<file path="src/rtl/sws_pkg.sv">
// Shared types and constants for the stack with search.
package sws_pkg;

  localparam int DEPTH_DEF = 16;
  localparam int DATA_W    = 32;
  localparam int FUNC_W    = 2;
  localparam int CAP_W     = 5;
  localparam int CNT_W_DEF = $clog2(DEPTH_DEF + 1);

  localparam logic [CAP_W-1:0] CAP_RESET = CAP_W'(16);

  typedef enum logic [FUNC_W-1:0] {
    FUNC_PUSH   = 2'd0,
    FUNC_POP    = 2'd1,
    FUNC_SEARCH = 2'd2,
    FUNC_NOP    = 2'd3
  } func_t;

  typedef enum logic [1:0] {
    ST_OK    = 2'd0,
    ST_FULL  = 2'd1,
    ST_EMPTY = 2'd2
  } status_t;

  typedef enum logic [2:0] {
    S_IDLE,
    S_EXEC,
    S_READ,
    S_SCAN,
    S_DONE
  } state_t;

  // Commands from controller to datapath
  typedef struct packed {
    logic accept;
    logic push_wr;
    logic push_full;
    logic pop_rd;
    logic pop_empty;
    logic pop_take;
    logic scan_start;
    logic scan_step;
    logic scan_hit;
    logic load_out;
  } cmd_t;

  // Status from datapath to controller
  typedef struct packed {
    func_t func;
    logic  full;
    logic  empty;
    logic  hit;
    logic  scan_last;
    logic  out_free;
  } stat_t;

endpackage

</file>
<file path="src/rtl/sws_if.sv">
// Request and response channel interfaces for the stack with search.
interface sws_req_if
  import sws_pkg::*;
();
  logic                     valid;
  logic                     ready;
  logic [FUNC_W-1:0]        func;
  logic signed [DATA_W-1:0] value;

  modport source (output valid, output func, output value, input ready);
  modport sink   (input valid, input func, input value, output ready);
endinterface

interface sws_rsp_if
  import sws_pkg::*;
#(
  parameter int CNT_W = CNT_W_DEF
) ();
  logic                     valid;
  logic                     ready;
  logic signed [DATA_W-1:0] data;
  logic                     found;
  logic [1:0]               status;
  logic [CNT_W-1:0]         count;

  modport source (output valid, output data, output found, output status, output count,
                  input ready);
  modport sink   (input valid, input data, input found, input status, input count,
                  output ready);
endinterface

</file>
<file path="src/rtl/stack_with_search.sv">
// Top level of the LIFO stack with linear search.
//
//   channel | dir | handshake     | payload
//   --------+-----+---------------+-----------------------------
//   req     | in  | valid/ready   | func, value
//   rsp     | out | valid/ready   | data, found, status, count
//   cfg     | in  | cfg_we        | cfg_wdata (capacity)
//
// A pop waits on the registered memory read. A search compares entries one per cycle through
// the single read port and stops at the first match. Push, no-op, and pop or search of an
// empty stack need no memory read.
// The next request is accepted once the result sits in the output register, even while
// that result still waits to be taken; a stalled response holds that register.
// Reset clears the count and controller state and sets capacity to 16, not the memory.
module stack_with_search
  import sws_pkg::*;
#(
  parameter int DEPTH = DEPTH_DEF
) (
  input logic               clk,
  input logic               rst,
  input logic               cfg_we,
  input logic [CAP_W-1:0]   cfg_wdata,
  sws_req_if.sink           req,
  sws_rsp_if.source         rsp
);

  localparam int CNT_W = $clog2(DEPTH + 1);

  cmd_t  cmd;
  stat_t stat;

  sws_ctrl u_ctrl (
    .clk       (clk),
    .rst       (rst),
    .req_valid (req.valid),
    .req_ready (req.ready),
    .stat      (stat),
    .cmd       (cmd)
  );

  sws_dp #(
    .DEPTH (DEPTH),
    .CNT_W (CNT_W)
  ) u_dp (
    .clk        (clk),
    .rst        (rst),
    .cfg_we     (cfg_we),
    .cfg_wdata  (cfg_wdata),
    .in_func    (req.func),
    .in_value   (req.value),
    .cmd        (cmd),
    .stat       (stat),
    .out_ready  (rsp.ready),
    .out_valid  (rsp.valid),
    .out_data   (rsp.data),
    .out_found  (rsp.found),
    .out_status (rsp.status),
    .out_count  (rsp.count)
  );

endmodule

</file>
<file path="src/rtl/sws_ctrl.sv">
// Controller state machine: sequences push, pop and search requests.
module sws_ctrl
  import sws_pkg::*;
(
  input  logic  clk,
  input  logic  rst,
  input  logic  req_valid,
  output logic  req_ready,
  input  stat_t stat,
  output cmd_t  cmd
);

  state_t state;
  state_t state_next;

  // Hold state
  always_ff @(posedge clk) begin
    if (rst) begin
      state <= S_IDLE;
    end else begin
      state <= state_next;
    end
  end

  // Pick next state
  always_comb begin
    state_next = state;
    unique case (state)
      S_IDLE: begin
        if (req_valid) state_next = S_EXEC;
      end
      S_EXEC: begin
        unique case (stat.func)
          FUNC_POP:    state_next = stat.empty ? S_DONE : S_READ;
          FUNC_SEARCH: state_next = stat.empty ? S_DONE : S_SCAN;
          default:     state_next = S_DONE;
        endcase
      end
      S_READ: begin
        state_next = S_DONE;
      end
      S_SCAN: begin
        if (stat.hit || stat.scan_last) state_next = S_DONE;
      end
      S_DONE: begin
        if (stat.out_free) state_next = S_IDLE;
      end
      default: state_next = S_IDLE;
    endcase
  end

  // Drive commands
  always_comb begin
    cmd       = '0;
    req_ready = 1'b0;
    unique case (state)
      S_IDLE: begin
        // Hold off requests while reset is asserted
        req_ready  = !rst;
        cmd.accept = req_valid && !rst;
      end
      S_EXEC: begin
        unique case (stat.func)
          FUNC_PUSH: begin
            cmd.push_full = stat.full;
            cmd.push_wr   = !stat.full;
          end
          FUNC_POP: begin
            cmd.pop_empty = stat.empty;
            cmd.pop_rd    = !stat.empty;
          end
          FUNC_SEARCH: begin
            cmd.scan_start = !stat.empty;
          end
          default: ;
        endcase
      end
      S_READ: begin
        cmd.pop_take = 1'b1;
      end
      S_SCAN: begin
        cmd.scan_hit  = stat.hit;
        cmd.scan_step = !stat.hit && !stat.scan_last;
      end
      S_DONE: begin
        cmd.load_out = stat.out_free;
      end
      default: ;
    endcase
  end

endmodule

</file>
<file path="src/rtl/sws_dp.sv">
// Datapath: entry memory, count, capacity register, compare and result register.
module sws_dp
  import sws_pkg::*;
#(
  parameter int DEPTH = DEPTH_DEF,
  parameter int CNT_W = $clog2(DEPTH + 1)
) (
  input  logic                     clk,
  input  logic                     rst,
  input  logic                     cfg_we,
  input  logic [CAP_W-1:0]         cfg_wdata,
  input  logic [FUNC_W-1:0]        in_func,
  input  logic signed [DATA_W-1:0] in_value,
  input  cmd_t                     cmd,
  output stat_t                    stat,
  input  logic                     out_ready,
  output logic                     out_valid,
  output logic signed [DATA_W-1:0] out_data,
  output logic                     out_found,
  output logic [1:0]               out_status,
  output logic [CNT_W-1:0]         out_count
);

  localparam int ADDR_W = $clog2(DEPTH);
  localparam int CMP_W  = (CNT_W > CAP_W) ? CNT_W : CAP_W;

  logic [DATA_W-1:0] mem [DEPTH];

  logic [CAP_W-1:0]  capacity;
  logic [CNT_W-1:0]  count;
  func_t             req_func;
  logic [DATA_W-1:0] req_value;
  logic [ADDR_W-1:0] scan_idx;
  logic [DATA_W-1:0] rd_data;
  logic [DATA_W-1:0] res_data;
  logic              res_found;
  status_t           res_status;

  logic [CMP_W-1:0]  cap_ext;
  logic [CMP_W-1:0]  eff_cap;
  logic [CNT_W-1:0]  count_dec;
  logic [ADDR_W-1:0] rd_addr;
  logic              rd_en;

  // Clamp capacity into one to DEPTH
  always_comb begin
    cap_ext = CMP_W'(capacity);
    if (cap_ext == '0) begin
      eff_cap = CMP_W'(1);
    end else if (cap_ext > CMP_W'(DEPTH)) begin
      eff_cap = CMP_W'(DEPTH);
    end else begin
      eff_cap = cap_ext;
    end
  end

  assign count_dec = count - CNT_W'(1);

  // Status toward the controller
  always_comb begin
    stat.func      = req_func;
    stat.full      = CMP_W'(count) >= eff_cap;
    stat.empty     = count == '0;
    stat.hit       = rd_data == req_value;
    stat.scan_last = (CNT_W'(scan_idx) + CNT_W'(1)) == count;
    stat.out_free  = !out_valid || out_ready;
  end

  // Select read address: top entry on pop, next scan slot on search
  always_comb begin
    rd_en = cmd.pop_rd || cmd.scan_start || cmd.scan_step;
    if (cmd.pop_rd) begin
      rd_addr = count_dec[ADDR_W-1:0];
    end else if (cmd.scan_start) begin
      rd_addr = '0;
    end else begin
      rd_addr = scan_idx + ADDR_W'(1);
    end
  end

  // Entry memory: one write port, one registered read port
  always_ff @(posedge clk) begin
    if (cmd.push_wr) begin
      mem[count[ADDR_W-1:0]] <= req_value;
    end
    if (rd_en) begin
      rd_data <= mem[rd_addr];
    end
  end

  // Capacity register and entry count
  always_ff @(posedge clk) begin
    if (rst) begin
      capacity <= CAP_RESET;
      count    <= '0;
    end else begin
      if (cfg_we) capacity <= cfg_wdata;
      if (cmd.push_wr) begin
        count <= count + CNT_W'(1);
      end else if (cmd.pop_rd) begin
        count <= count_dec;
      end
    end
  end

  // Latch request, track scan position, build result
  always_ff @(posedge clk) begin
    if (cmd.accept) begin
      req_func   <= func_t'(in_func);
      req_value  <= in_value;
      res_data   <= '0;
      res_found  <= 1'b0;
      res_status <= ST_OK;
    end
    if (cmd.push_full) res_status <= ST_FULL;
    if (cmd.pop_empty) res_status <= ST_EMPTY;
    if (cmd.pop_take)  res_data   <= rd_data;
    if (cmd.scan_hit)  res_found  <= 1'b1;
    if (cmd.scan_start) begin
      scan_idx <= '0;
    end else if (cmd.scan_step) begin
      scan_idx <= rd_addr;
    end
  end

  // Output register: load when free, drop valid once taken
  always_ff @(posedge clk) begin
    if (rst) begin
      out_valid <= 1'b0;
    end else if (cmd.load_out) begin
      out_valid <= 1'b1;
    end else if (out_ready) begin
      out_valid <= 1'b0;
    end
  end

  always_ff @(posedge clk) begin
    if (cmd.load_out) begin
      out_data   <= res_data;
      out_found  <= res_found;
      out_status <= res_status;
      out_count  <= count;
    end
  end

endmodule
</file>
<file path="src/flat_wrapper.sv">
// flat-port wrapper written by rule: the top's interface ports become plain ports
module stack_with_search_flat import sws_pkg::*;
#(
  parameter int DEPTH = DEPTH_DEF
)
  (clk, rst, cfg_we, cfg_wdata, req_valid, req_func, req_value, req_ready, rsp_valid, rsp_data, rsp_found, rsp_status, rsp_count, rsp_ready);
  sws_req_if req_i ();
  sws_rsp_if rsp_i ();
  input logic clk;
  input logic rst;
  input logic cfg_we;
  input logic [CAP_W-1:0] cfg_wdata;
  input wire logic [$bits(req_i.valid)-1:0] req_valid;
  input wire logic [$bits(req_i.func)-1:0] req_func;
  input wire logic [$bits(req_i.value)-1:0] req_value;
  output wire logic [$bits(req_i.ready)-1:0] req_ready;
  output wire logic [$bits(rsp_i.valid)-1:0] rsp_valid;
  output wire logic [$bits(rsp_i.data)-1:0] rsp_data;
  output wire logic [$bits(rsp_i.found)-1:0] rsp_found;
  output wire logic [$bits(rsp_i.status)-1:0] rsp_status;
  output wire logic [$bits(rsp_i.count)-1:0] rsp_count;
  input wire logic [$bits(rsp_i.ready)-1:0] rsp_ready;
  assign req_i.valid = req_valid;
  assign req_i.func = req_func;
  assign req_i.value = req_value;
  assign req_ready = req_i.ready;
  assign rsp_valid = rsp_i.valid;
  assign rsp_data = rsp_i.data;
  assign rsp_found = rsp_i.found;
  assign rsp_status = rsp_i.status;
  assign rsp_count = rsp_i.count;
  assign rsp_i.ready = rsp_ready;
  stack_with_search #(.DEPTH(DEPTH)) u_core (.clk(clk), .rst(rst), .cfg_we(cfg_we), .cfg_wdata(cfg_wdata), .req(req_i), .rsp(rsp_i));
endmodule
</file>
<file path="config.mk">
export PLATFORM = sky130hd
export DESIGN_NAME = stack_with_search_flat
export DESIGN_NICKNAME = d
export VERILOG_FILES = /design/src/rtl/sws_pkg.sv /design/src/rtl/sws_if.sv /design/src/rtl/stack_with_search.sv /design/src/rtl/sws_ctrl.sv /design/src/rtl/sws_dp.sv /design/src/flat_wrapper.sv
export SDC_FILE = /design/constraint.sdc
export NUM_CORES = 1
export LEC_CHECK = 0
export CAP_MARGIN = 20
export CORE_MARGIN = 4
export CORE_UTILIZATION = 45
export DETAILED_ROUTE_END_ITERATION = 6
export DONT_BUFFER_PORTS = 1
export HOLD_SLACK_MARGIN = 0.12
export PLACE_DENSITY_LB_ADDON = 0.12
export SETUP_SLACK_MARGIN = 0.4
export SLEW_MARGIN = 20
export SYNTH_ARGS = -nofsm -noshare
export SYNTH_HDL_FRONTEND = slang
export SYNTH_SLANG_ARGS = --single-unit
export TNS_END_PERCENT = 10
</file>
<file path="constraint.sdc">
create_clock -name clk -period 5.61 [get_ports clk]
set_clock_uncertainty 0.15 [all_clocks]
set_input_delay 0 -clock clk [delete_from_list [all_inputs] [get_ports clk]]
set_output_delay 0 -clock clk [all_outputs]
set_load 0.05 [all_outputs]
</file>
==> metrics.txt, run 1 <==
# TYPE chip_impl_metric gauge
chip_impl_metric{name="synth.lib_cells_used.distinct",unit=""} 41
chip_impl_metric{name="p_seq_share",unit="%"} 50.1
chip_impl_info{name="final_common_cell",value="sky130_fd_sc_hd__edfxtp_1"} 1
chip_impl_metric{name="finish.cell_count_without_fillers",unit=""} 2138
chip_impl_metric{name="part_of_the_total_power_dissipated_in_combinational_logic",unit="%"} 10.7
chip_impl_info{name="worstSetupEndpointType",value="flip-flop"} 1
chip_impl_metric{name="drt_pre_antenna_iters",unit=""} 5
chip_impl_metric{name="htree_num_levels",unit=""} 3
chip_impl_metric{name="overflow",unit=""} 0
chip_impl_metric{name="achievable-frequency",unit="MHz"} 248
chip_impl_info{name="final_cell_mix",value="sky130_fd_sc_hd__edfxtp_1 (650), sky130_fd_sc_hd__mux4_2 (128), sky130_fd_sc_hd__dlygate4sd3_1 (89)"} 1
chip_impl_metric{name="vias",unit=""} 12000
chip_impl_metric{name="vdd_ir_drop_max",unit="mV"} 0.200
chip_impl_metric{name="timing.reg2reg.setup_slack",unit="ps"} 1580
chip_impl_info{name="run_status",value="finished, final reports clean"} 1
chip_impl_metric{name="io_buffer_count",unit=""} 0
chip_impl_metric{name="place.detailed.instances",unit=""} 1927
chip_impl_metric{name="synth_enable_flop_cells",unit=""} 650
chip_impl_metric{name="gpl.final_weighted_congestion",unit=""} 0.764
chip_impl_metric{name="yosysWarningCount",unit=""} 0
chip_impl_metric{name="p_sw_share",unit="%"} 23.1
chip_impl_metric{name="ff2ff_path_depth",unit=""} 10
chip_impl_metric{name="io-pin-count",unit=""} 86
chip_impl_metric{name="finalNetCount",unit=""} 1399
chip_impl_info{name="tritoncts",value="built"} 1
chip_impl_metric{name="grt_pass1_vias",unit=""} 12500
chip_impl_metric{name="drt_wl_total",unit="mm"} 59.7
chip_impl_metric{name="dieArea",unit="um^2"} 60100
chip_impl_info{name="startpoint",value="u_core.u_dp.count[0]"} 1
chip_impl_metric{name="p_leak",unit="uW"} 0.00951
chip_impl_metric{name="insertedDiodeCount",unit=""} 0
chip_impl_metric{name="postSynth.asyncResetShare",unit="%"} 0
chip_impl_info{name="min-delay-path-class",value="input port to flip-flop"} 1
chip_impl_metric{name="setup_total_negative_slack",unit="ps"} 0
chip_impl_metric{name="core-area",unit="um^2"} 55400
chip_impl_metric{name="dieWidth",unit="um"} 245
chip_impl_metric{name="route.antenna.remaining_nets",unit=""} 0
chip_impl_metric{name="grt_first_pass_wirelength",unit="mm"} 87.2
chip_impl_metric{name="net-switching-power",unit="uW"} 2630
chip_impl_metric{name="worst_slew_margin_relative_to_its_limit",unit="%"} 27.4
chip_impl_info{name="critical_path.reg2reg.endpoint",value="u_core.u_dp.rd_data[16]"} 1
chip_impl_metric{name="worstPathRequired",unit="ps"} 5800
chip_impl_metric{name="maximum_number_of_pins_on_one_net_before_global_route_repair",unit=""} 60
chip_impl_metric{name="synth.net_count",unit=""} 1255
chip_impl_metric{name="initial_utilization",unit="%"} 45.7
chip_impl_info{name="clk_root_buffer_cell",value="sky130_fd_sc_hd__clkbuf_16"} 1
chip_impl_info{name="critical_path.startpoint_type",value="flip-flop"} 1
chip_impl_metric{name="synthToLayoutAreaGrowth",unit="%"} 16.6
chip_impl_metric{name="cellInternalPower",unit="uW"} 8770
chip_impl_info{name="timing_worst_setup_path_type",value="flip-flop to flip-flop"} 1
chip_impl_metric{name="placed_inst_area",unit="um^2"} 26400
chip_impl_metric{name="dp.final_hpwl",unit="mm"} 30.9
chip_impl_metric{name="per_cell_via_count_in_the_routed_design",unit=""} 5.59
chip_impl_metric{name="cts.clk_slew.worst_paths",unit="ps"} 60
chip_impl_metric{name="post_route_cells_drive_above_1_share",unit="%"} 20.9
chip_impl_metric{name="grt_use_total",unit="%"} 20.2
chip_impl_metric{name="post-route-util",unit="%"} 53.3
chip_impl_metric{name="cp_num_cells",unit=""} 10
chip_impl_info{name="yosysTopAreaCell",value="sky130_fd_sc_hd__edfxtp_1"} 1
chip_impl_metric{name="setup_violations",unit=""} 0
chip_impl_info{name="rsz_0062_raised_after_global_routing",value="false"} 1
chip_impl_metric{name="routedWlPerCell",unit="um"} 27.9
chip_impl_metric{name="worst-slew-pin-transition",unit="ps"} 1090
chip_impl_metric{name="synthesis.area_per_instance",unit="um^2"} 21.2
chip_impl_info{name="synth.area.top_cells",value="sky130_fd_sc_hd__edfxtp_1 (77%), sky130_fd_sc_hd__mux4_2 (11%), sky130_fd_sc_hd__a22oi_1 (1.9%)"} 1
chip_impl_metric{name="postCtsSetupBuffers",unit=""} 0
chip_impl_metric{name="cts_sinks",unit=""} 671
chip_impl_metric{name="cts-root-to-sink-buffers",unit=""} 3
chip_impl_metric{name="final_area",unit="um^2"} 29500
chip_impl_metric{name="min_period",unit="ps"} 4030
chip_impl_metric{name="antenna_found_initial",unit=""} 2
chip_impl_info{name="critical_path.cell_chain",value="inv_1 -> ha_1 -> nor4b_1 -> nor3b_1 -> or2_2 -> nand2_8 -> buf_4 -> mux4_2 -> a22oi_1 -> nand2_1"} 1
chip_impl_info{name="timing.critical_path.max_delay_family",value="simple AND/OR/NAND/NOR gates"} 1
chip_impl_metric{name="synth_sequential_area_ratio",unit="%"} 78.7
chip_impl_metric{name="syn-cell-area",unit="um^2"} 25300
chip_impl_metric{name="rows",unit=""} 86
chip_impl_info{name="crit_path_top_delay_cell",value="sky130_fd_sc_hd__mux4_2"} 1
chip_impl_metric{name="total_power",unit="uW"} 11400
chip_impl_metric{name="numCtsBuffers",unit=""} 71
chip_impl_metric{name="arrival",unit="ps"} 4220
chip_impl_metric{name="timing_hold_violations_final",unit=""} 0
chip_impl_metric{name="netlist_instances",unit=""} 1197
chip_impl_metric{name="layout_worst_path_cycle_share",unit="%"} 71.9
chip_impl_metric{name="synth_top_area_share",unit="%"} 77.1
chip_impl_metric{name="synth_seq_cells",unit=""} 671
chip_impl_metric{name="cellPowerDensity",unit="nW/um^2"} 386
chip_impl_metric{name="drt-initial-drc-count",unit=""} 1167
chip_impl_metric{name="crit_buf_inv",unit=""} 2
chip_impl_metric{name="dieHeight",unit="um"} 245
chip_impl_metric{name="cp_slowest_stage_delay",unit="ps"} 550
chip_impl_metric{name="finalMaxSlewViolations",unit=""} 0
chip_impl_metric{name="clk_latency",unit="ps"} 600
chip_impl_metric{name="p_clk_share",unit="%"} 39.3
chip_impl_info{name="synth_ff_type",value="sky130_fd_sc_hd__edfxtp_1"} 1
chip_impl_metric{name="drc_errors",unit=""} 0
chip_impl_metric{name="max_cap_violations",unit=""} 0
chip_impl_metric{name="critical_path_peak_fanout",unit=""} 50
chip_impl_info{name="worst_setup_path_endpoint",value="u_core.u_dp.rd_data[16]"} 1
chip_impl_info{name="r2r-start",value="u_core.u_dp.count[0]"} 1
[cell type report]
type,instances,area (um^2)
clock buffers,92,1960
clock inverters,30,230
fillers,4299,25900
inverters,8,30.0
multi-input cells,464,5240
flip-flops and latches,671,19900
well taps,748,936
repair buffers,125,1200
[worst min-delay path by stage]
stage / start / cells past startpoint / endpoint / slack (ps)
floorplan: rst / 1 / u_core.u_dp.count[1] / -80
global placement: rst / 1 / u_core.u_dp.count[1] / -80
detailed placement: rst / 1 / u_core.u_dp.cap_ext[3] / -70
CTS: rst / 2 / u_core.u_ctrl.state[1] / 200
global route: rst / 2 / u_core.u_ctrl.state[1] / 260
finish: rst / 2 / u_core.u_ctrl.state[1] / 230
[layer usage]
| metal | up-vias | track usage (%) | share of wire, % |
|---|---|---|---|
| met5 | - | 0 | 0.017 |
| met4 | 2 | 5.67 | 2.0 |
| met3 | 91 | 3.63 | 5.7 |
| met2 | 351 | 32.7 | 49 |
| met1 | 6331 | 28.5 | 43 |
| li1 | 5187 | - | - |
[power by group through the flow]
stage	logic [uW]	clock network, uW	registers (uW)
after floorplan	904	0	5780
after global placement	1180	0	5810
after detailed placement	1190	0	5810
after CTS	1240	4580	5710
after global routing	1320	4820	5720
final	1220	4480	5710
[cell usage after synthesis, drive strengths merged, types with 2 or more instances]
| cell type | number |
|---|---|
| o31ai | 2 |
| dfxtp | 21 |
| nand4 | 2 |
| edfxtp | 650 |
| mux4 | 128 |
| xor2 | 34 |
| and2 | 34 |
| xnor2 | 9 |
| inv | 8 |
| nand2b | 5 |
| clkbuf | 38 |
| a211oi | 2 |
| nor2 | 43 |
| o22ai | 3 |
| nor3 | 9 |
| buf | 16 |
| a311oi | 2 |
| nor2b | 4 |
| mux2i | 9 |
| nand2 | 54 |
| nor3b | 3 |
| o21ai | 5 |
| a21oi | 8 |
| nand3 | 5 |
| a21o | 2 |
| a22oi | 64 |
| nor4 | 9 |
| nand3b | 2 |
| or2 | 3 |
| ha | 14 |
| and3 | 3 |
[worst reg2reg max path: stages, from the launching register on]
cell and delay, ps:
sky130_fd_sc_hd__dfxtp_1 380, sky130_fd_sc_hd__inv_1 230, sky130_fd_sc_hd__ha_1 220, sky130_fd_sc_hd__nor4b_1 330, sky130_fd_sc_hd__nor3b_1 190, sky130_fd_sc_hd__or2_2 370, sky130_fd_sc_hd__nand2_8 460, sky130_fd_sc_hd__buf_4 570
sky130_fd_sc_hd__mux4_2 560, sky130_fd_sc_hd__a22oi_1 230, sky130_fd_sc_hd__nand2_1 90
[flip-flops by register name (all words and copies together), names as in the netlist]
| signal | flops |
|---|---|
| u_core.u_dp.scan_idx | 4 |
| u_core.u_dp.out_valid | 1 |
| u_core.u_ctrl.state | 3 |
| u_core.u_dp.cap_ext | 5 |
| u_core.u_dp.out_found | 1 |
| u_core.u_dp.mem | 512 |
| u_core.u_dp.out_count | 5 |
| u_core.u_dp.res_status | 2 |
| u_core.u_dp.req_func | 2 |
| u_core.u_dp.out_status | 2 |
| u_core.u_dp.rd_data | 32 |
| u_core.u_dp.out_data | 32 |
| u_core.u_dp.res_data | 32 |
| u_core.u_dp.req_value | 32 |
| u_core.u_dp.count | 5 |
| u_core.u_dp.res_found | 1 |
[kinds of logic after synthesis]
group / after synthesis / synth area share (%)
AO/OA/AOI/OAI: 91 / 2.56
XOR/XNOR: 43 / 1.49
adder cells (fa/ha/maj): 14 / 0.692
buffers and inverters: 62 / 1.27
flip-flops: 671 / 78.7
multiplexers: 137 / 11.7
AND/OR/NAND/NOR: 179 / 3.50
[through the flow]
step	hold slack, ps	setup slack [ps]
after floorplan	-80.9	785
after global placement	-76.3	1650
after detailed placement	-74.4	1510
after CTS	200	1490
after global routing	263	1160
final	228	1580
[timing repair]
action                                 4_1_cts  5_1_grt
endpoints found under the hold margin       86        0
resized for setup                            0        0
setup endpoints to repair                    0        0
hold buffers                                89        0
Power figures use the tool's default switching activity.
==> run 2: changes to the inputs <==
==> constraint.sdc (replaced) <==
create_clock -name clk -period 3.3 [get_ports clk]
set_clock_uncertainty 0.15 [all_clocks]
set_input_delay 0 -clock clk [delete_from_list [all_inputs] [get_ports clk]]
set_output_delay 0 -clock clk [all_outputs]
set_load 0.05 [all_outputs]
==> metrics.txt, run 2 (synthesis gave the netlist of run 1 again) <==
# TYPE chip_impl_metric gauge
chip_impl_info{name="run_status",value="finished, final reports clean"} 1
chip_impl_metric{name="rows",unit=""} 86
chip_impl_metric{name="vias",unit=""} 12600
chip_impl_metric{name="post_route_cells_drive_above_1_share",unit="%"} 29.1
chip_impl_metric{name="achievable-frequency",unit="MHz"} 344
chip_impl_metric{name="timing.hold.worst_path_depth",unit=""} 4
chip_impl_metric{name="initial_utilization",unit="%"} 45.7
chip_impl_metric{name="ff2ff_path_depth",unit=""} 12
chip_impl_metric{name="setup_violations",unit=""} 0
chip_impl_metric{name="grt_pass1_vias",unit=""} 13000
chip_impl_metric{name="grt_first_pass_wirelength",unit="mm"} 89.6
chip_impl_metric{name="htree_num_levels",unit=""} 3
chip_impl_metric{name="dieArea",unit="um^2"} 60100
chip_impl_metric{name="worst_slew_margin_relative_to_its_limit",unit="%"} 49.9
chip_impl_info{name="rsz_0062_raised_after_global_routing",value="true"} 1
chip_impl_metric{name="final_area",unit="um^2"} 31400
chip_impl_info{name="min-delay-path-class",value="input port to flip-flop"} 1
chip_impl_metric{name="finalNetCount",unit=""} 1506
chip_impl_metric{name="cts.clk_slew.worst_paths",unit="ps"} 60
chip_impl_metric{name="cts_sinks",unit=""} 671
chip_impl_metric{name="antenna_found_initial",unit=""} 1
chip_impl_metric{name="io_buffer_count",unit=""} 0
chip_impl_info{name="final_cell_mix",value="sky130_fd_sc_hd__edfxtp_1 (650), sky130_fd_sc_hd__mux4_2 (128), sky130_fd_sc_hd__dlygate4sd3_1 (88)"} 1
chip_impl_metric{name="net-switching-power",unit="uW"} 4760
chip_impl_metric{name="drt_wl_total",unit="mm"} 64.1
chip_impl_metric{name="worstPathRequired",unit="ps"} 3500
chip_impl_metric{name="core-area",unit="um^2"} 55400
chip_impl_metric{name="min_period",unit="ps"} 2910
chip_impl_metric{name="max_cap_violations",unit=""} 0
chip_impl_metric{name="overflow",unit=""} 0
chip_impl_metric{name="placed_inst_area",unit="um^2"} 27300
chip_impl_metric{name="p_clk_share",unit="%"} 38.3
chip_impl_metric{name="clk_latency",unit="ps"} 620
chip_impl_metric{name="route.antenna.remaining_nets",unit=""} 0
chip_impl_metric{name="per_cell_via_count_in_the_routed_design",unit=""} 5.62
chip_impl_metric{name="cts-root-to-sink-buffers",unit=""} 3
chip_impl_info{name="crit_path_top_delay_cell",value="sky130_fd_sc_hd__or4b_4"} 1
chip_impl_metric{name="synthToLayoutAreaGrowth",unit="%"} 24.0
chip_impl_metric{name="drc_errors",unit=""} 0
chip_impl_metric{name="routedWlPerCell",unit="um"} 28.5
chip_impl_info{name="clk_root_buffer_cell",value="sky130_fd_sc_hd__clkbuf_16"} 1
chip_impl_metric{name="io-pin-count",unit=""} 86
chip_impl_metric{name="maximum_number_of_pins_on_one_net_before_global_route_repair",unit=""} 50
chip_impl_info{name="worstSetupEndpointType",value="flip-flop"} 1
chip_impl_metric{name="dieHeight",unit="um"} 245
chip_impl_metric{name="p_sw_share",unit="%"} 23.7
chip_impl_metric{name="finalMaxSlewViolations",unit=""} 0
chip_impl_metric{name="largest_register_ffs",unit=""} 512
chip_impl_metric{name="gpl.final_weighted_congestion",unit=""} 0.773
chip_impl_metric{name="setup_total_negative_slack",unit="ps"} 0
chip_impl_metric{name="grt_use_total",unit="%"} 20.7
chip_impl_metric{name="worst-slew-pin-transition",unit="ps"} 751
chip_impl_info{name="tritoncts",value="built"} 1
chip_impl_metric{name="timing_hold_violations_final",unit=""} 0
chip_impl_metric{name="drt_pre_antenna_iters",unit=""} 5
chip_impl_info{name="critical_path.cell_chain",value="inv_2 -> ha_4 -> or4b_4 -> and3_4 -> nand2_4 -> nand2_8 -> buf_6 -> buf_12 -> buf_16 -> mux4_2 -> a22oi_2 -> nand2_1"} 1
chip_impl_metric{name="p_leak",unit="uW"} 0.0104
chip_impl_metric{name="cp_slowest_stage_delay",unit="ps"} 460
chip_impl_info{name="critical_path.startpoint_type",value="flip-flop"} 1
chip_impl_metric{name="dp.final_hpwl",unit="mm"} 33.1
chip_impl_metric{name="vdd_ir_drop_max",unit="mV"} 0.420
chip_impl_metric{name="cellPowerDensity",unit="nW/um^2"} 640
chip_impl_metric{name="numCtsBuffers",unit=""} 72
chip_impl_metric{name="layout_worst_path_cycle_share",unit="%"} 88.1
chip_impl_metric{name="cellInternalPower",unit="uW"} 15300
chip_impl_metric{name="drt-initial-drc-count",unit=""} 1259
chip_impl_metric{name="arrival",unit="ps"} 3110
chip_impl_info{name="final_common_cell",value="sky130_fd_sc_hd__edfxtp_1"} 1
chip_impl_metric{name="p_seq_share",unit="%"} 48.0
chip_impl_info{name="timing_worst_setup_path_type",value="flip-flop to flip-flop"} 1
chip_impl_metric{name="part_of_the_total_power_dissipated_in_combinational_logic",unit="%"} 13.7
chip_impl_metric{name="dieWidth",unit="um"} 245
chip_impl_metric{name="critical_path_peak_fanout",unit=""} 8
chip_impl_metric{name="timing.reg2reg.setup_slack",unit="ps"} 390
==> run 2: path summary, 6_finish.rpt <==
path / start / endpoint
worst max-delay path: u_core.u_dp.count[1] / u_core.u_dp.rd_data[7]
worst min-delay path: rsp_ready / u_core.u_ctrl.state[2]
worst max register to register: u_core.u_dp.count[1] / u_core.u_dp.rd_data[7]
worst min register to register: u_core.u_dp.res_data[19] / u_core.u_dp.out_data[19]
==> run 2: metrics by stage <==
stage | power, uW | utilization [%] | setup slack, ps | instances | hold WS, ps
6_report | 20100 | 56.6 | 392 | 2251 | 162
3_5_place_dp | 12000 | 49.2 | 73.2 | 1991 | -80.7
4_1_cts | 20000 | 55.5 | 347 | 2220 | 128
2_1_floorplan | 11400 | - | 154 | 1197 | -92.3
5_1_grt | 20800 | 56.6 | 296 | 2250 | 177
3_3_place_gp | 12000 | 49.2 | 152 | 1991 | -81.6
==> run 2: metal layers <==
layer / wire (um) / track usage (%)
met4: 953 / 4.33
met1: 28000 / 29.7
met2: 31500 / 33.6
met5: 0 / 0
met3: 3700 / 4.10
==> run 2: area by class of cell <==
type	instances	area [um^2]
Clock inverter	38	324
Multi-Input combinational cell	464	5460
Sequential cell	671	19900
Antenna cell	1	2.50
Tap cell	748	936
Fill cell	4143	24000
Inverter	8	33.8
Timing Repair Buffer	231	2780
Clock buffer	90	1910
==> run 2: timing repair <==
item                                    4_1_cts  5_1_grt
pin swaps                                     4       15
endpoints found under the hold margin        95        0
endpoints found under the setup margin      141      410
resized for setup                            30       38
setup buffers                                 9       14
hold buffers                                 88        0
gates cloned                                  4       16
==> run 2: critical path: cells and delay by family, from the launching register on <==
kind	cells	cell delay [ps]
flops	1	320
simple gates	5	930
buf+inv	4	500
fa+ha+maj	1	140
compound gates	1	190
mux	1	430
==> run 2: power by group through the flow <==
| stage | clock [uW] | combinational [uW] | sequential [uW] |
|---|---|---|---|
| floorplan | 0 | 1550 | 9830 |
| global placement | 0 | 2190 | 9820 |
| detailed placement | 0 | 2200 | 9820 |
| CTS | 7870 | 2460 | 9640 |
| global route | 8240 | 2930 | 9650 |
| finish | 7680 | 2760 | 9640 |
==> run 3: changes to the inputs <==
==> constraint.sdc (replaced) <==
create_clock -name clk -period 3.3 [get_ports clk]
set_clock_uncertainty 0.15 [all_clocks]
set_input_delay 0.33 -clock clk [delete_from_list [all_inputs] [get_ports clk]]
set_output_delay 0.33 -clock clk [all_outputs]
set_load 0.05 [all_outputs]
==> metrics.txt, run 3 (synthesis gave the netlist of run 1 again) <==
# TYPE chip_impl_metric gauge
chip_impl_info{name="run_status",value="finished, final reports clean"} 1
chip_impl_metric{name="antenna_found_initial",unit=""} 1
chip_impl_metric{name="finalNetCount",unit=""} 1471
chip_impl_metric{name="timing_hold_violations_final",unit=""} 0
chip_impl_info{name="r2r-start",value="u_core.u_dp.count[1]"} 1
chip_impl_metric{name="maximum_number_of_pins_on_one_net_before_global_route_repair",unit=""} 50
chip_impl_metric{name="max_cap_violations",unit=""} 0
chip_impl_metric{name="io-pin-count",unit=""} 86
chip_impl_metric{name="grt_pass1_vias",unit=""} 12800
chip_impl_metric{name="cp_slowest_stage_delay",unit="ps"} 460
chip_impl_metric{name="achievable-frequency",unit="MHz"} 345
chip_impl_metric{name="layout_worst_path_cycle_share",unit="%"} 87.7
chip_impl_metric{name="insertedDiodeCount",unit=""} 0
chip_impl_metric{name="htree_num_levels",unit=""} 3
chip_impl_metric{name="post_route_cells_drive_above_1_share",unit="%"} 30.3
chip_impl_metric{name="finalMaxSlewViolations",unit=""} 0
chip_impl_metric{name="worst_slew_margin_relative_to_its_limit",unit="%"} 49.4
chip_impl_info{name="final_cell_mix",value="sky130_fd_sc_hd__edfxtp_1 (650), sky130_fd_sc_hd__mux4_2 (128), sky130_fd_sc_hd__buf_4 (88)"} 1
chip_impl_metric{name="numCtsBuffers",unit=""} 72
chip_impl_metric{name="dieArea",unit="um^2"} 60100
chip_impl_metric{name="critical_path_peak_fanout",unit=""} 8
chip_impl_metric{name="crit_buf_inv",unit=""} 4
chip_impl_metric{name="min_period",unit="ps"} 2890
chip_impl_metric{name="cts-root-to-sink-buffers",unit=""} 3
chip_impl_metric{name="vdd_ir_drop_max",unit="mV"} 0.423
chip_impl_info{name="tritoncts",value="built"} 1
chip_impl_info{name="crit_path_top_delay_cell",value="sky130_fd_sc_hd__or4b_4"} 1
chip_impl_metric{name="overflow",unit=""} 0
chip_impl_metric{name="dieHeight",unit="um"} 245
chip_impl_info{name="rsz_0062_raised_after_global_routing",value="true"} 1
chip_impl_metric{name="cts_sinks",unit=""} 671
chip_impl_metric{name="largest_register_ffs",unit=""} 512
chip_impl_metric{name="per_cell_via_count_in_the_routed_design",unit=""} 5.63
chip_impl_metric{name="cellPowerDensity",unit="nW/um^2"} 646
chip_impl_metric{name="synthToLayoutAreaGrowth",unit="%"} 22.5
chip_impl_metric{name="drt_pre_antenna_iters",unit=""} 5
chip_impl_info{name="min-delay-path-class",value="input port to flip-flop"} 1
chip_impl_info{name="critical_path.cell_chain",value="inv_2 -> ha_4 -> or4b_4 -> and3_4 -> nand2_4 -> nand2_8 -> buf_6 -> buf_12 -> buf_16 -> mux4_2 -> a22oi_1 -> nand2_1"} 1
chip_impl_metric{name="io_buffer_count",unit=""} 0
chip_impl_metric{name="routedWlPerCell",unit="um"} 28.8
chip_impl_metric{name="worstPathRequired",unit="ps"} 3500
chip_impl_info{name="hp-start",value="rst"} 1
chip_impl_metric{name="p_leak",unit="uW"} 0.0102
chip_impl_metric{name="dieWidth",unit="um"} 245
chip_impl_metric{name="rows",unit=""} 86
chip_impl_info{name="timing_worst_setup_path_type",value="flip-flop to flip-flop"} 1
chip_impl_metric{name="core-area",unit="um^2"} 55400
chip_impl_metric{name="drt-initial-drc-count",unit=""} 1271
chip_impl_metric{name="holdWs",unit="ps"} 171
chip_impl_metric{name="cts.clk_slew.worst_paths",unit="ps"} 60
chip_impl_metric{name="dp.final_hpwl",unit="mm"} 33.1
chip_impl_info{name="worstSetupEndpointType",value="flip-flop"} 1
chip_impl_metric{name="route.antenna.remaining_nets",unit=""} 0
chip_impl_metric{name="grt_first_pass_wirelength",unit="mm"} 89.1
chip_impl_metric{name="setup_violations",unit=""} 0
chip_impl_metric{name="vias",unit=""} 12500
chip_impl_info{name="timing.critical_path.max_delay_family",value="simple AND/OR/NAND/NOR gates"} 1
chip_impl_info{name="final_common_cell",value="sky130_fd_sc_hd__edfxtp_1"} 1
chip_impl_metric{name="initial_utilization",unit="%"} 45.7
chip_impl_metric{name="drt_wl_total",unit="mm"} 63.7
chip_impl_metric{name="gpl.final_weighted_congestion",unit=""} 0.773
chip_impl_metric{name="drc_errors",unit=""} 0
chip_impl_metric{name="grt_use_total",unit="%"} 20.7
chip_impl_info{name="clk_root_buffer_cell",value="sky130_fd_sc_hd__clkbuf_16"} 1
chip_impl_metric{name="clk_latency",unit="ps"} 610
chip_impl_metric{name="fill_cell_count",unit=""} 4173
chip_impl_info{name="critical_path.startpoint_type",value="flip-flop"} 1
chip_impl_metric{name="setup_total_negative_slack",unit="ps"} 0
chip_impl_metric{name="arrival",unit="ps"} 3100
chip_impl_info{name="startpoint",value="u_core.u_dp.count[1]"} 1
chip_impl_metric{name="worst-slew-pin-transition",unit="ps"} 759
==> run 3: layer usage <==
| metal | vias up | wire [um] | global-route usage (%) |
|---|---|---|---|
| met3 | 70 | 3520 | 4.05 |
| met2 | 380 | 31300 | 33.5 |
| met4 | 0 | 958 | 4.33 |
| li1 | 5338 | - | - |
| met1 | 6690 | 28000 | 29.6 |
| met5 | - | 0 | 0 |
==> run 3: final timing paths <==
kind,endpoint,slack [ps],depth (start not counted)
worst max register to register,u_core.u_dp.rd_data[31],410,12
worst min register to register,u_core.u_dp.out_data[19],260,0
worst max-delay path,u_core.u_dp.rd_data[31],410,12
worst min-delay path,u_core.u_dp.res_found,170,5
==> run 3: area by class of cell <==
type	count	area, um^2	share of cell area (%)
clock inverters	38	324	1.04
inverters	8	33.8	0.109
clock buffers	90	1910	6.16
flip-flops and latches	671	19900	64.3
repair buffers	196	2390	7.71
well taps	748	936	3.02
multi-input cells	464	5470	17.6
==> run 3: repair_timing <==
action                                  4_1_cts  5_1_grt
pin swaps                                     4       16
buffers inserted                              9       20
endpoints found under the setup margin      141      386
gates resized for setup                      30       39
hold buffers                                 48        0
cloned                                        4       15
endpoints found under the hold margin        51        0
==> run 3: worst min-delay path: cells and delay by family <==
family,cells,cell delay (ps)
AO/OA/AOI/OAI,1,60
buffers and inverters,1,180
AND/OR/NAND/NOR,3,320
==> run 3: per-stage QoR <==
step	instances	power, uW	setup slack (ps)	util [%]	area, um^2
after floorplan	1197	11400	154	-	25500
after global placement	1991	12000	152	49.2	27300
after detailed placement	1991	12000	73.2	49.2	27300
after CTS	2180	19900	347	54.7	30300
after global routing	2215	20800	320	56.0	31000
final	2215	20000	405	56.0	31000
==> run 3: power by group <==
group          leakage (uW)  internal [uW]  total [uW]  switching [uW]
Combinational       0.00305           1360        2730            1360
Clock               0.00110           4440        7680            3240
Sequential          0.00606           9500        9640             142
